**src/design/swt_pkg.sv**
```systemverilog
package swt_pkg;

  // Command codes carried in s_tuser
  typedef logic [1:0] cmd_t;
  localparam cmd_t CMD_TICK  = 2'd0;
  localparam cmd_t CMD_START = 2'd1;
  localparam cmd_t CMD_STOP  = 2'd2;
  localparam cmd_t CMD_LOAD  = 2'd3;

  // Field widths
  localparam int SET_HMS_W    = 7;
  localparam int SET_MILLIS_W = 10;
  localparam int HOURS_W      = 11;
  localparam int MINUTES_W    = 6;
  localparam int SECONDS_W    = 6;
  localparam int MILLIS_W     = 10;
  localparam int TPM_W        = 16;

  // Stream widths
  localparam int S_TDATA_W = 32;
  localparam int S_TUSER_W = 2;
  localparam int M_TDATA_W = 40;
  localparam int M_TUSER_W = 3;

  // Countdown counts come only from a preset, so hours stay small there
  localparam int SAVED_HOURS_W = 8;
  localparam logic [HOURS_W-1:0] CD_HOURS_MAX = 11'd129;

  localparam logic [TPM_W-1:0] TPM_RESET = 16'd1000;

  typedef struct packed {
    logic [HOURS_W-1:0]   hours;
    logic [MINUTES_W-1:0] minutes;
    logic [SECONDS_W-1:0] seconds;
    logic [MILLIS_W-1:0]  millis;
  } clock_t;

  typedef struct packed {
    cmd_t                    cmd;
    logic [SET_HMS_W-1:0]    set_hours;
    logic [SET_HMS_W-1:0]    set_minutes;
    logic [SET_HMS_W-1:0]    set_seconds;
    logic [SET_MILLIS_W-1:0] set_millis;
  } item_t;

  typedef struct packed {
    clock_t count;
    logic   is_running;
    logic   is_countdown;
    logic   alarm;
  } result_t;

  // Last digit values of the mixed-radix count
  localparam logic [MILLIS_W-1:0]  MILLIS_LAST  = 10'd999;
  localparam logic [SECONDS_W-1:0] SECONDS_LAST = 6'd59;
  localparam logic [MINUTES_W-1:0] MINUTES_LAST = 6'd59;

  // 2^32 - 1 ms: the stopwatch wraps to zero after this value
  localparam clock_t CLOCK_WRAP = {11'd1193, 6'd2, 6'd47, 10'd295};

endpackage

```
**src/design/stopwatch_countdown_timer.sv**
```systemverilog
// Stopwatch and countdown timer with a millisecond count. Each input beat
// carries one command (tick, start, stop/clear, load preset) and produces
// exactly one output beat with the count as hours, minutes, seconds and
// milliseconds plus running, countdown and alarm flags. The count is held as
// mixed-radix digits, so no division is needed. An item enters an input
// register, is applied to the timer state and lands in a result register:
// one item per cycle sustained while the output is not stalled.
// ticks_per_ms (reset 1000, 0 acts as 1) must be written only while no beat
// is in flight; the block itself does not enforce this.
module stopwatch_countdown_timer
  import swt_pkg::*;
(
  input  logic                 clk,
  input  logic                 rst,
  input  logic                 cfg_wen,
  input  logic [TPM_W-1:0]     cfg_wdata,
  input  logic                 s_tvalid,
  output logic                 s_tready,
  // set_hours[6:0], set_minutes[13:7], set_seconds[20:14], set_millis[30:21]
  input  logic [S_TDATA_W-1:0] s_tdata,
  // cmd[1:0]
  input  logic [S_TUSER_W-1:0] s_tuser,
  output logic                 m_tvalid,
  input  logic                 m_tready,
  // show_hours[10:0], show_minutes[16:11], show_seconds[22:17], show_millis[32:23]
  output logic [M_TDATA_W-1:0] m_tdata,
  // is_running[0], is_countdown[1], alarm[2]
  output logic [M_TUSER_W-1:0] m_tuser
);

  logic    in_valid;
  item_t   item;
  logic    out_space;
  logic    fire;
  result_t result;
  result_t held;

  assign fire = in_valid && out_space;

  swt_in_stage u_in (
    .clk      (clk),
    .rst      (rst),
    .s_tvalid (s_tvalid),
    .s_tready (s_tready),
    .s_tdata  (s_tdata),
    .s_tuser  (s_tuser),
    .pop      (fire),
    .valid    (in_valid),
    .item     (item)
  );

  swt_core u_core (
    .clk       (clk),
    .rst       (rst),
    .cfg_wen   (cfg_wen),
    .cfg_wdata (cfg_wdata),
    .fire      (fire),
    .item      (item),
    .result    (result)
  );

  swt_out_stage u_out (
    .clk      (clk),
    .rst      (rst),
    .push     (fire),
    .result   (result),
    .m_tready (m_tready),
    .m_tvalid (m_tvalid),
    .space    (out_space),
    .held     (held)
  );

  // Pack the result beat
  assign m_tdata = {7'd0, held.count.millis, held.count.seconds,
                    held.count.minutes, held.count.hours};
  assign m_tuser = {held.alarm, held.is_countdown, held.is_running};

endmodule

```
**src/design/swt_in_stage.sv**
```systemverilog
module swt_in_stage
  import swt_pkg::*;
(
  input  logic                 clk,
  input  logic                 rst,
  input  logic                 s_tvalid,
  output logic                 s_tready,
  input  logic [S_TDATA_W-1:0] s_tdata,
  input  logic [S_TUSER_W-1:0] s_tuser,
  input  logic                 pop,
  output logic                 valid,
  output item_t                item
);

  // Take a beat when empty or when the held item moves on this cycle
  assign s_tready = !valid || pop;

  always_ff @(posedge clk) begin
    if (rst) begin
      valid <= 1'b0;
    end else if (s_tready) begin
      valid <= s_tvalid;
    end
  end

  // Unpack the beat into the item register
  always_ff @(posedge clk) begin
    if (s_tvalid && s_tready) begin
      item.cmd         <= s_tuser[1:0];
      item.set_hours   <= s_tdata[6:0];
      item.set_minutes <= s_tdata[13:7];
      item.set_seconds <= s_tdata[20:14];
      item.set_millis  <= s_tdata[30:21];
    end
  end

endmodule

```
**src/design/swt_core.sv**
```systemverilog
module swt_core
  import swt_pkg::*;
(
  input  logic             clk,
  input  logic             rst,
  input  logic             cfg_wen,
  input  logic [TPM_W-1:0] cfg_wdata,
  input  logic             fire,
  input  item_t            item,
  output result_t          result
);

  localparam logic [MILLIS_W-1:0] MS_PER_SEC     = 10'd1000;
  localparam logic [7:0]          TWO_MINUTES_SEC = 8'd120;
  localparam logic [7:0]          ONE_MINUTE_SEC  = 8'd60;

  // Timer state
  logic [TPM_W-1:0]         ticks_per_ms;
  logic                     running, running_next;
  logic                     paused, paused_next;
  logic                     stopwatch_mode, stopwatch_mode_next;
  logic                     alert_flag, alert_flag_next;
  clock_t                   count, count_next;
  logic [TPM_W-1:0]         prescale, prescale_next;
  clock_t                   saved, saved_next;

  logic [TPM_W-1:0] limit;
  logic [TPM_W-1:0] prescale_inc;
  logic             count_zero;
  logic             preset_zero;
  logic             sw_start;
  clock_t           preset;

  // Step the mixed-radix count up by one ms, wrapping at 2^32 ms
  function automatic clock_t clock_inc(input clock_t c);
    clock_t r;
    r = c;
    if (c == CLOCK_WRAP) begin
      r = '0;
    end else if (c.millis != MILLIS_LAST) begin
      r.millis = c.millis + 10'd1;
    end else begin
      r.millis = '0;
      if (c.seconds != SECONDS_LAST) begin
        r.seconds = c.seconds + 6'd1;
      end else begin
        r.seconds = '0;
        if (c.minutes != MINUTES_LAST) begin
          r.minutes = c.minutes + 6'd1;
        end else begin
          r.minutes = '0;
          r.hours   = c.hours + 11'd1;
        end
      end
    end
    return r;
  endfunction

  // Step a nonzero count down by one ms with borrows
  function automatic clock_t clock_dec(input clock_t c);
    clock_t r;
    r = c;
    if (c.millis != '0) begin
      r.millis = c.millis - 10'd1;
    end else begin
      r.millis = MILLIS_LAST;
      if (c.seconds != '0) begin
        r.seconds = c.seconds - 6'd1;
      end else begin
        r.seconds = SECONDS_LAST;
        if (c.minutes != '0) begin
          r.minutes = c.minutes - 6'd1;
        end else begin
          r.minutes = MINUTES_LAST;
          r.hours   = c.hours - 11'd1;
        end
      end
    end
    return r;
  endfunction

  // Fold out-of-range preset digits into the next digit up
  function automatic clock_t preset_norm(input item_t it);
    logic       c_ms;
    logic [7:0] s_sum;
    logic [7:0] m_sum;
    logic [1:0] q_s;
    logic [1:0] q_m;
    clock_t     r;
    if (it.set_millis >= MS_PER_SEC) begin
      r.millis = it.set_millis - MS_PER_SEC;
      c_ms     = 1'b1;
    end else begin
      r.millis = it.set_millis;
      c_ms     = 1'b0;
    end
    s_sum = {1'b0, it.set_seconds} + {7'd0, c_ms};
    if (s_sum >= TWO_MINUTES_SEC) begin
      s_sum = s_sum - TWO_MINUTES_SEC;
      q_s   = 2'd2;
    end else if (s_sum >= ONE_MINUTE_SEC) begin
      s_sum = s_sum - ONE_MINUTE_SEC;
      q_s   = 2'd1;
    end else begin
      q_s   = 2'd0;
    end
    r.seconds = s_sum[SECONDS_W-1:0];
    m_sum = {1'b0, it.set_minutes} + {6'd0, q_s};
    if (m_sum >= TWO_MINUTES_SEC) begin
      m_sum = m_sum - TWO_MINUTES_SEC;
      q_m   = 2'd2;
    end else if (m_sum >= ONE_MINUTE_SEC) begin
      m_sum = m_sum - ONE_MINUTE_SEC;
      q_m   = 2'd1;
    end else begin
      q_m   = 2'd0;
    end
    r.minutes = m_sum[MINUTES_W-1:0];
    r.hours   = {4'd0, it.set_hours} + {9'd0, q_m};
    return r;
  endfunction

  assign limit        = (ticks_per_ms == '0) ? 16'd1 : ticks_per_ms;
  assign prescale_inc = prescale + 16'd1;
  assign count_zero   = (count == '0);
  assign preset_zero  = (item.set_hours == '0) && (item.set_minutes == '0) &&
                        (item.set_seconds == '0) && (item.set_millis == '0);
  assign sw_start     = stopwatch_mode || count_zero;
  assign preset       = preset_norm(item);

  // Apply one command to the timer state
  always_comb begin
    running_next        = running;
    paused_next         = paused;
    stopwatch_mode_next = stopwatch_mode;
    alert_flag_next     = alert_flag;
    count_next          = count;
    prescale_next       = prescale;
    saved_next          = saved;
    case (item.cmd)
      CMD_TICK: begin
        if (running && !alert_flag) begin
          if (prescale_inc >= limit) begin
            prescale_next = '0;
            if (stopwatch_mode) begin
              count_next = clock_inc(count);
            end else if (count_zero) begin
              alert_flag_next = 1'b1;
            end else begin
              count_next = clock_dec(count);
            end
          end else begin
            prescale_next = prescale_inc;
          end
        end
      end
      CMD_START: begin
        if (!running) begin
          prescale_next       = '0;
          stopwatch_mode_next = sw_start;
          if (sw_start) begin
            if (!paused) begin
              count_next = '0;
            end
          end else if (!paused) begin
            saved_next = count;
          end
          running_next = 1'b1;
          paused_next  = 1'b0;
        end
      end
      CMD_STOP: begin
        if (running) begin
          if (!stopwatch_mode && alert_flag) begin
            count_next = saved;
          end
          running_next = 1'b0;
          paused_next  = 1'b1;
        end else begin
          count_next          = '0;
          stopwatch_mode_next = 1'b1;
          paused_next         = 1'b0;
        end
        alert_flag_next = 1'b0;
      end
      CMD_LOAD: begin
        if (!running) begin
          paused_next = 1'b0;
          if (!preset_zero) begin
            stopwatch_mode_next = 1'b0;
            count_next          = preset;
          end else begin
            stopwatch_mode_next = 1'b1;
            count_next          = '0;
          end
        end
      end
      default: begin
        running_next = running;
      end
    endcase
  end

  // Hold the prescaler setting
  always_ff @(posedge clk) begin
    if (rst) begin
      ticks_per_ms <= TPM_RESET;
    end else if (cfg_wen) begin
      ticks_per_ms <= cfg_wdata;
    end
  end

  // Advance the state on each item
  always_ff @(posedge clk) begin
    if (rst) begin
      running        <= 1'b0;
      paused         <= 1'b0;
      stopwatch_mode <= 1'b1;
      alert_flag     <= 1'b0;
      count          <= '0;
      prescale       <= '0;
      saved          <= '0;
    end else if (fire) begin
      running        <= running_next;
      paused         <= paused_next;
      stopwatch_mode <= stopwatch_mode_next;
      alert_flag     <= alert_flag_next;
      count          <= count_next;
      prescale       <= prescale_next;
      saved          <= {{(HOURS_W-SAVED_HOURS_W){1'b0}},
                         saved_next.hours[SAVED_HOURS_W-1:0],
                         saved_next.minutes, saved_next.seconds, saved_next.millis};
    end
  end

  assign result.count        = count_next;
  assign result.is_running   = running_next;
  assign result.is_countdown = !stopwatch_mode_next;
  assign result.alarm        = alert_flag_next;

endmodule

```
**src/design/swt_out_stage.sv**
```systemverilog
module swt_out_stage
  import swt_pkg::*;
(
  input  logic    clk,
  input  logic    rst,
  input  logic    push,
  input  result_t result,
  input  logic    m_tready,
  output logic    m_tvalid,
  output logic    space,
  output result_t held
);

  // Room for a new result when empty or when the held one leaves now
  assign space = !m_tvalid || m_tready;

  always_ff @(posedge clk) begin
    if (rst) begin
      m_tvalid <= 1'b0;
    end else if (space) begin
      m_tvalid <= push;
    end
  end

  // Capture the result beat
  always_ff @(posedge clk) begin
    if (push && space) begin
      held <= result;
    end
  end

endmodule

```
**config.mk**
```make
export PLATFORM = sky130hd
export DESIGN_NAME = stopwatch_countdown_timer
export DESIGN_NICKNAME = d
export VERILOG_FILES = /design/src/design/swt_pkg.sv /design/src/design/stopwatch_countdown_timer.sv /design/src/design/swt_in_stage.sv /design/src/design/swt_core.sv /design/src/design/swt_out_stage.sv
export SDC_FILE = /design/constraint.sdc
export NUM_CORES = 1
export LEC_CHECK = 0
export BUFFER_PORTS_ARGS = -buffer_cell sky130_fd_sc_hd__buf_2
export CAP_MARGIN = 0
export CORE_UTILIZATION = 55
export DETAILED_ROUTE_END_ITERATION = 10
export PLACE_DENSITY_LB_ADDON = 0.08
export SYNTH_ARGS = -nofsm -noshare
export SYNTH_HDL_FRONTEND = slang
export SYNTH_SLANG_ARGS = --single-unit
```
**constraint.sdc**
```tcl
create_clock -name clk -period 6 [get_ports clk]
set_input_delay 1.2 -clock clk [delete_from_list [all_inputs] [get_ports clk]]
set_output_delay 1.2 -clock clk [all_outputs]
set_load 0.005 [all_outputs]
```
After elaboration in Yosys (flattened, before gate mapping)

Index checks and enable logic that the tools add are counted.

Bits in registers: 170
Input port bits: 55

Reduce and logical (&&, ||, !) cells: 32
Add/sub/neg operators: 17
Bitwise operators: 3
Equality and inequality tests: 10
$lt $le $gt $ge: 6
Multiplexer cells: 54

Operator list:

| kind                    | number |
|---|---|
| $mux W33                | 12 |
| $pmux W33 S4            | 1 |
| $mux W16                | 4 |
| $mux W6                 | 8 |
| $mux W23                | 2 |
| $mux W17                | 2 |
| $eq A33 B33 Y1 const B  | 1 |
| $logic_not A33 Y1       | 1 |
| $pmux W16 S2            | 1 |
| $mux W10                | 3 |
| $sub A6 B6 Y6 const B   | 4 |
| $mux W11                | 2 |
| $logic_not A7 Y1        | 3 |
| $add A16 B1 Y16 const B | 1 |
| $add A7 B2 Y8           | 2 |
| $ge A16 B16 Y1          | 1 |
| $ge A8 B6 Y1 const B    | 2 |
| $ge A8 B7 Y1 const B    | 2 |
| $logic_not A16 Y1       | 1 |
| $mux W1                 | 13 |
| $add A6 B1 Y6 const B   | 2 |
| $ne A6 B6 Y1 const B    | 2 |
| $reduce_bool A6 Y1      | 2 |
| $sub A6 B1 Y6 const B   | 2 |
| 27 further kinds        | 48 |

Depth between registers and ports, before layout

Depth in word-level cells: 14
Depth in mapped cells: 32
Depth with buffers taken out: 31

By module

Synthesis repeated with hierarchy kept, for this count alone.

Cells, all modules: 1300
Area total of the unflattened synthesis: 10905.5 µm²

Modules (own cells, without submodules):

| module                    | instances | cells each | area an instance (µm²) |
|---|---|---|---|
| swt_core                  | 1         | 1212       | 8660.8 |
| swt_out_stage             | 1         | 41         | 1136.1 |
| swt_in_stage              | 1         | 38         | 1046.0 |
| stopwatch_countdown_timer | 1         | 9          | 62.6 |

Least setup slack after synthesis

No wires, ideal clock.

Path type: register -> register
From: register, netlist name u_in.item[3]
To: register, netlist name u_out.held[29]
Stages on the path, launching flop included: 29
Data arrival time: 5.635 ns
Path buffers: 0
Path slack: 0.107 ns
Path through: edfxtp_1 -> o21ai_0 -> nor2_1 -> ha_1 -> nand3_1 -> xnor2_2 -> ha_1 -> nor3b_1 -> o211ai_2 -> a31oi_1 -> nor2_1 -> ha_1 -> ha_1 -> a41oi_4 -> nand2_1 -> xnor2_1 -> ha_1 -> nor3b_1 -> inv_1 -> nand3_1 -> a41o_4 -> nor2_1 -> ha_1 -> ha_1 -> a21oi_1 -> o31ai_2 -> a31o_2 -> a31oi_1 -> nor2_1

==> reports/metrics.yaml <==
cells_and_area:
  area_delta_synth_final_pct: 12.2
  final_nets: 1489
  n_fill_cell: 1716
  regArea_um2: 4090
  antenna_cells: 0
  layout-drive-gt1-share_pct: 15.1
  multiInputGateArea_um2: 6410
timing:
  clock_skew_ns: 0.0177
  finalHoldViolCount: 0
  layout_setup_ws_ns: 0.409
  worst_slew_pin_slew_ns: 1.14
  maxSlewHeadroom_pct: 23.7
  period_share_pct: 93.2
  setup_viol: 0
  fin_tns_setup_ns: 0
  clock.fmax_ghz: 0.179
  min_period_ns: 5.59
  slew_viol_final: 0
critical_path:
  worst_path_most_repeated_cell: "ha_1"
  cp.required_ns: 6.20
  cp-start-kind: "flip-flop"
  crit_type: "flip-flop to flip-flop"
  worstPathMaxFanout: 6
  path_delay_family: "compound AO/OA/AOI/OAI gates"
  slowest_delay_ns: 0.43
  arrival_ns: 5.79
  crit_slowest_cell: "edfxtp_1"
  crit_path_end_kind: "flip-flop"
  cp_num_buf_inv: 4
yosys:
  syn-cell-area_um2: 11000
  synth_cells: 1339
  synth.top_cell.area_share_pct: 18.8
  synthAdderAreaFrac_pct: 5.31
  ys_warn_count: 0
  seq_area_frac_synth_pct: 37.1
  synth_edf_count: 69
  synth_ff_type: "dfxtp_1"
  synthSimpleGateAreaFrac_pct: 22.2
  synth_top_family_by_area: "compound AO/OA/AOI/OAI gates"
  yosysUniqueCellTypes: 89
  yosys-mux-area-fraction_pct: 1.97
  netlist_top_cells_area: "edfxtp_1, dfxtp_1, nand2_1"
  yosysTopAreaCell: "edfxtp_1"
  synth-xor-area-share_pct: 2.65
  synth_compound_gate_area_share_pct: 25.1
  synth-async-reset-ratio_pct: 0
  syn_area_per_cell_um2: 8.25
  synth_seq_cells: 170
clocking:
  clock-sinks: 170
  htreeDepth: 4
  clockBufferDepth: 2
  path_clk_slew_ns: 0.08
  tritoncts: "yes"
  clock_latency_ns: 0.45
  ctsHoldBuffers: 0
  cts_root_buffer: "clkbuf_16"
  cts_inserted_buffers: 17
global_route:
  use_met1_pct: 45.6
  grt_antenna_before_repair: 0
  grt_use_total_pct: 32.6
  grt_pass1_vias: 9463
  grt_max_degree: 88
  gr-usage-met2_pct: 49.6
  grt_overflow: 0
  use_met3_pct: 7.50
  top_usage_layer: "met2"
  grt_first_pass_wirelength_um: 51300
detailed_routing:
  drt_wl_total_um: 32900
  firstDrtPassIters: 5
  vias_per_cell: 6.34
  wl_per_cell_um: 19.8
  ant_nets: 0
  drtIter0Drc: 1054
  drc: 0
  vias: 10558
placement:
  portBuffers: 91
  place_ws_ns: 0.0109
  gp_congestion: 0.944
  hpwl_um: 23200
outcome:
  outcome: "finished, final reports clean"
hold_path:
  hp-class: "flip-flop to flip-flop"
die:
  start_util_pct: 56.4
  die_w_um: 144
  num_io_pins: 100
  coreArea_um2: 19600
  die-area_um2: 20700
  die_height_um: 144
  rows: 51
power_and_ir_drop:
  ir_drop_v: 0.000194
  pwr_density_cell_nw_per_um2: 237
  total_leakage_power_nw: 4.76
flow_run:
  maxCapViolations: 0
==> final cells by class <==
class | instances | area share (%)
Inverter | 51 | 1.54
Timing Repair Buffer | 130 | 6.04
Clock buffer | 17 | 3.43
Clock inverter | 15 | 1.56
Tap cell | 265 | 2.67
Sequential cell | 170 | 33.0
Multi-Input combinational cell | 1018 | 51.7
==> final timing paths <==
| kind | slack, ns | cells past startpoint | to | startpoint |
|---|---|---|---|---|
| max | 0.41 | 30 | u_out.held[29] | u_in.item[4] |
| min | 0.46 | 2 | u_core.saved[14] | u_core.saved[14] |
| max reg2reg | 0.41 | 30 | u_out.held[29] | u_in.item[4] |
| min reg2reg | 0.46 | 2 | u_core.saved[14] | u_core.saved[14] |
==> registers in the layout (all words and copies together) (netlist names) <==
name / flops
u_core.alert_flag: 1
u_core.count: 33
u_core.paused: 1
u_core.prescale: 16
u_core.running: 1
u_core.saved: 30
u_core.stopwatch_mode: 1
u_core.ticks_per_ms: 16
u_in.item: 33
u_in.valid: 1
u_out.held: 36
u_out.m_tvalid: 1
==> power by group <==
group / internal (W) / switching, W
Clock: 0.000571 / 0.000568
Combinational: 0.000180 / 0.000313
Sequential: 0.00125 / 0.0000596
==> worst min-delay path, stage by stage, from the launching register on <==
cell     delay [ns]
dfxtp_1        0.31
nand2_1        0.05
a21oi_1        0.05
==> per-stage QoR <==
step / instances / utilization, % / hold WS, ns / power [W] / instance area (µm²)
6_report: 1666 / 63.3 / 0.459 / 0.00294 / 12400
5_1_grt: 1666 / 63.3 / 0.468 / 0.00305 / 12400
4_1_cts: 1660 / 62.8 / 0.457 / 0.00294 / 12300
3_5_place_dp: 1628 / 59.6 / 0.446 / 0.00181 / 11700
3_3_place_gp: 1628 / 59.6 / 0.442 / 0.00180 / 11700
2_1_floorplan: 1345 / - / 0.436 / 0.00165 / 11100
==> per-layer routing <==
metal,wire length (µm),part of all wire (%)
met3,3160,9.6
met2,14700,45
met1,14300,44
met4,748,2.3
met5,0,0
==> layout by cell type (no fill, tap or decap), types with 20 or more instances in the layout <==
| cell | netlist | final |
|---|---|---|
| nor4_1 | 27 | 27 |
| a31oi_1 | 22 | 21 |
| nor2_1 | 114 | 112 |
| inv_1 | 51 | 50 |
| a21oi_1 | 120 | 120 |
| ha_1 | 46 | 42 |
| nor3_1 | 34 | 33 |
| buf_4 | 7 | 39 |
| nand3_1 | 34 | 34 |
| nand2_1 | 186 | 185 |
| buf_2 | 10 | 91 |
| and3_1 | 31 | 31 |
| dfxtp_1 | 101 | 101 |
| o21ai_0 | 70 | 68 |
| edfxtp_1 | 69 | 69 |
| a22oi_1 | 20 | 20 |
==> synthesized netlist by cell type (10+ instances only) <==
cell type  instances
inv_1             51
xor2_1            12
o21ai_0           70
and3_1            31
a211oi_1          16
a21oi_1          120
o211ai_1          17
edfxtp_1          69
a31oi_1           22
clkbuf_1          79
nand4_1           13
o31ai_1           12
o21a_1            10
nor3_1            34
a22oi_1           20
nand2_1          186
nor2b_1           10
nor2_1           114
nand3_1           34
xnor2_1           14
mux2i_1           18
ha_1              46
nor4_1            27
buf_2             10
dfxtp_1          101
a21o_1            13
a221o_1           14
==> repair_timing <==
action	4_1_cts	5_1_grt
setup endpoints to repair	1	12
setup buffers	0	6
resized for setup	1	13
pin swaps	0	4
==> logic make-up (layout without fill, tap and decap cells) <==
group	after synthesis	in the layout
AOI/OAI and AO/OA	403	403
xor gates and xnor gates	30	30
adders and majority gates	47	47
buffers and inverters	157	213
DFF	170	170
muxes	21	21
other	1	7
and+or+nand+nor	510	510
Note: power is estimated with default switching activity, not from simulation.
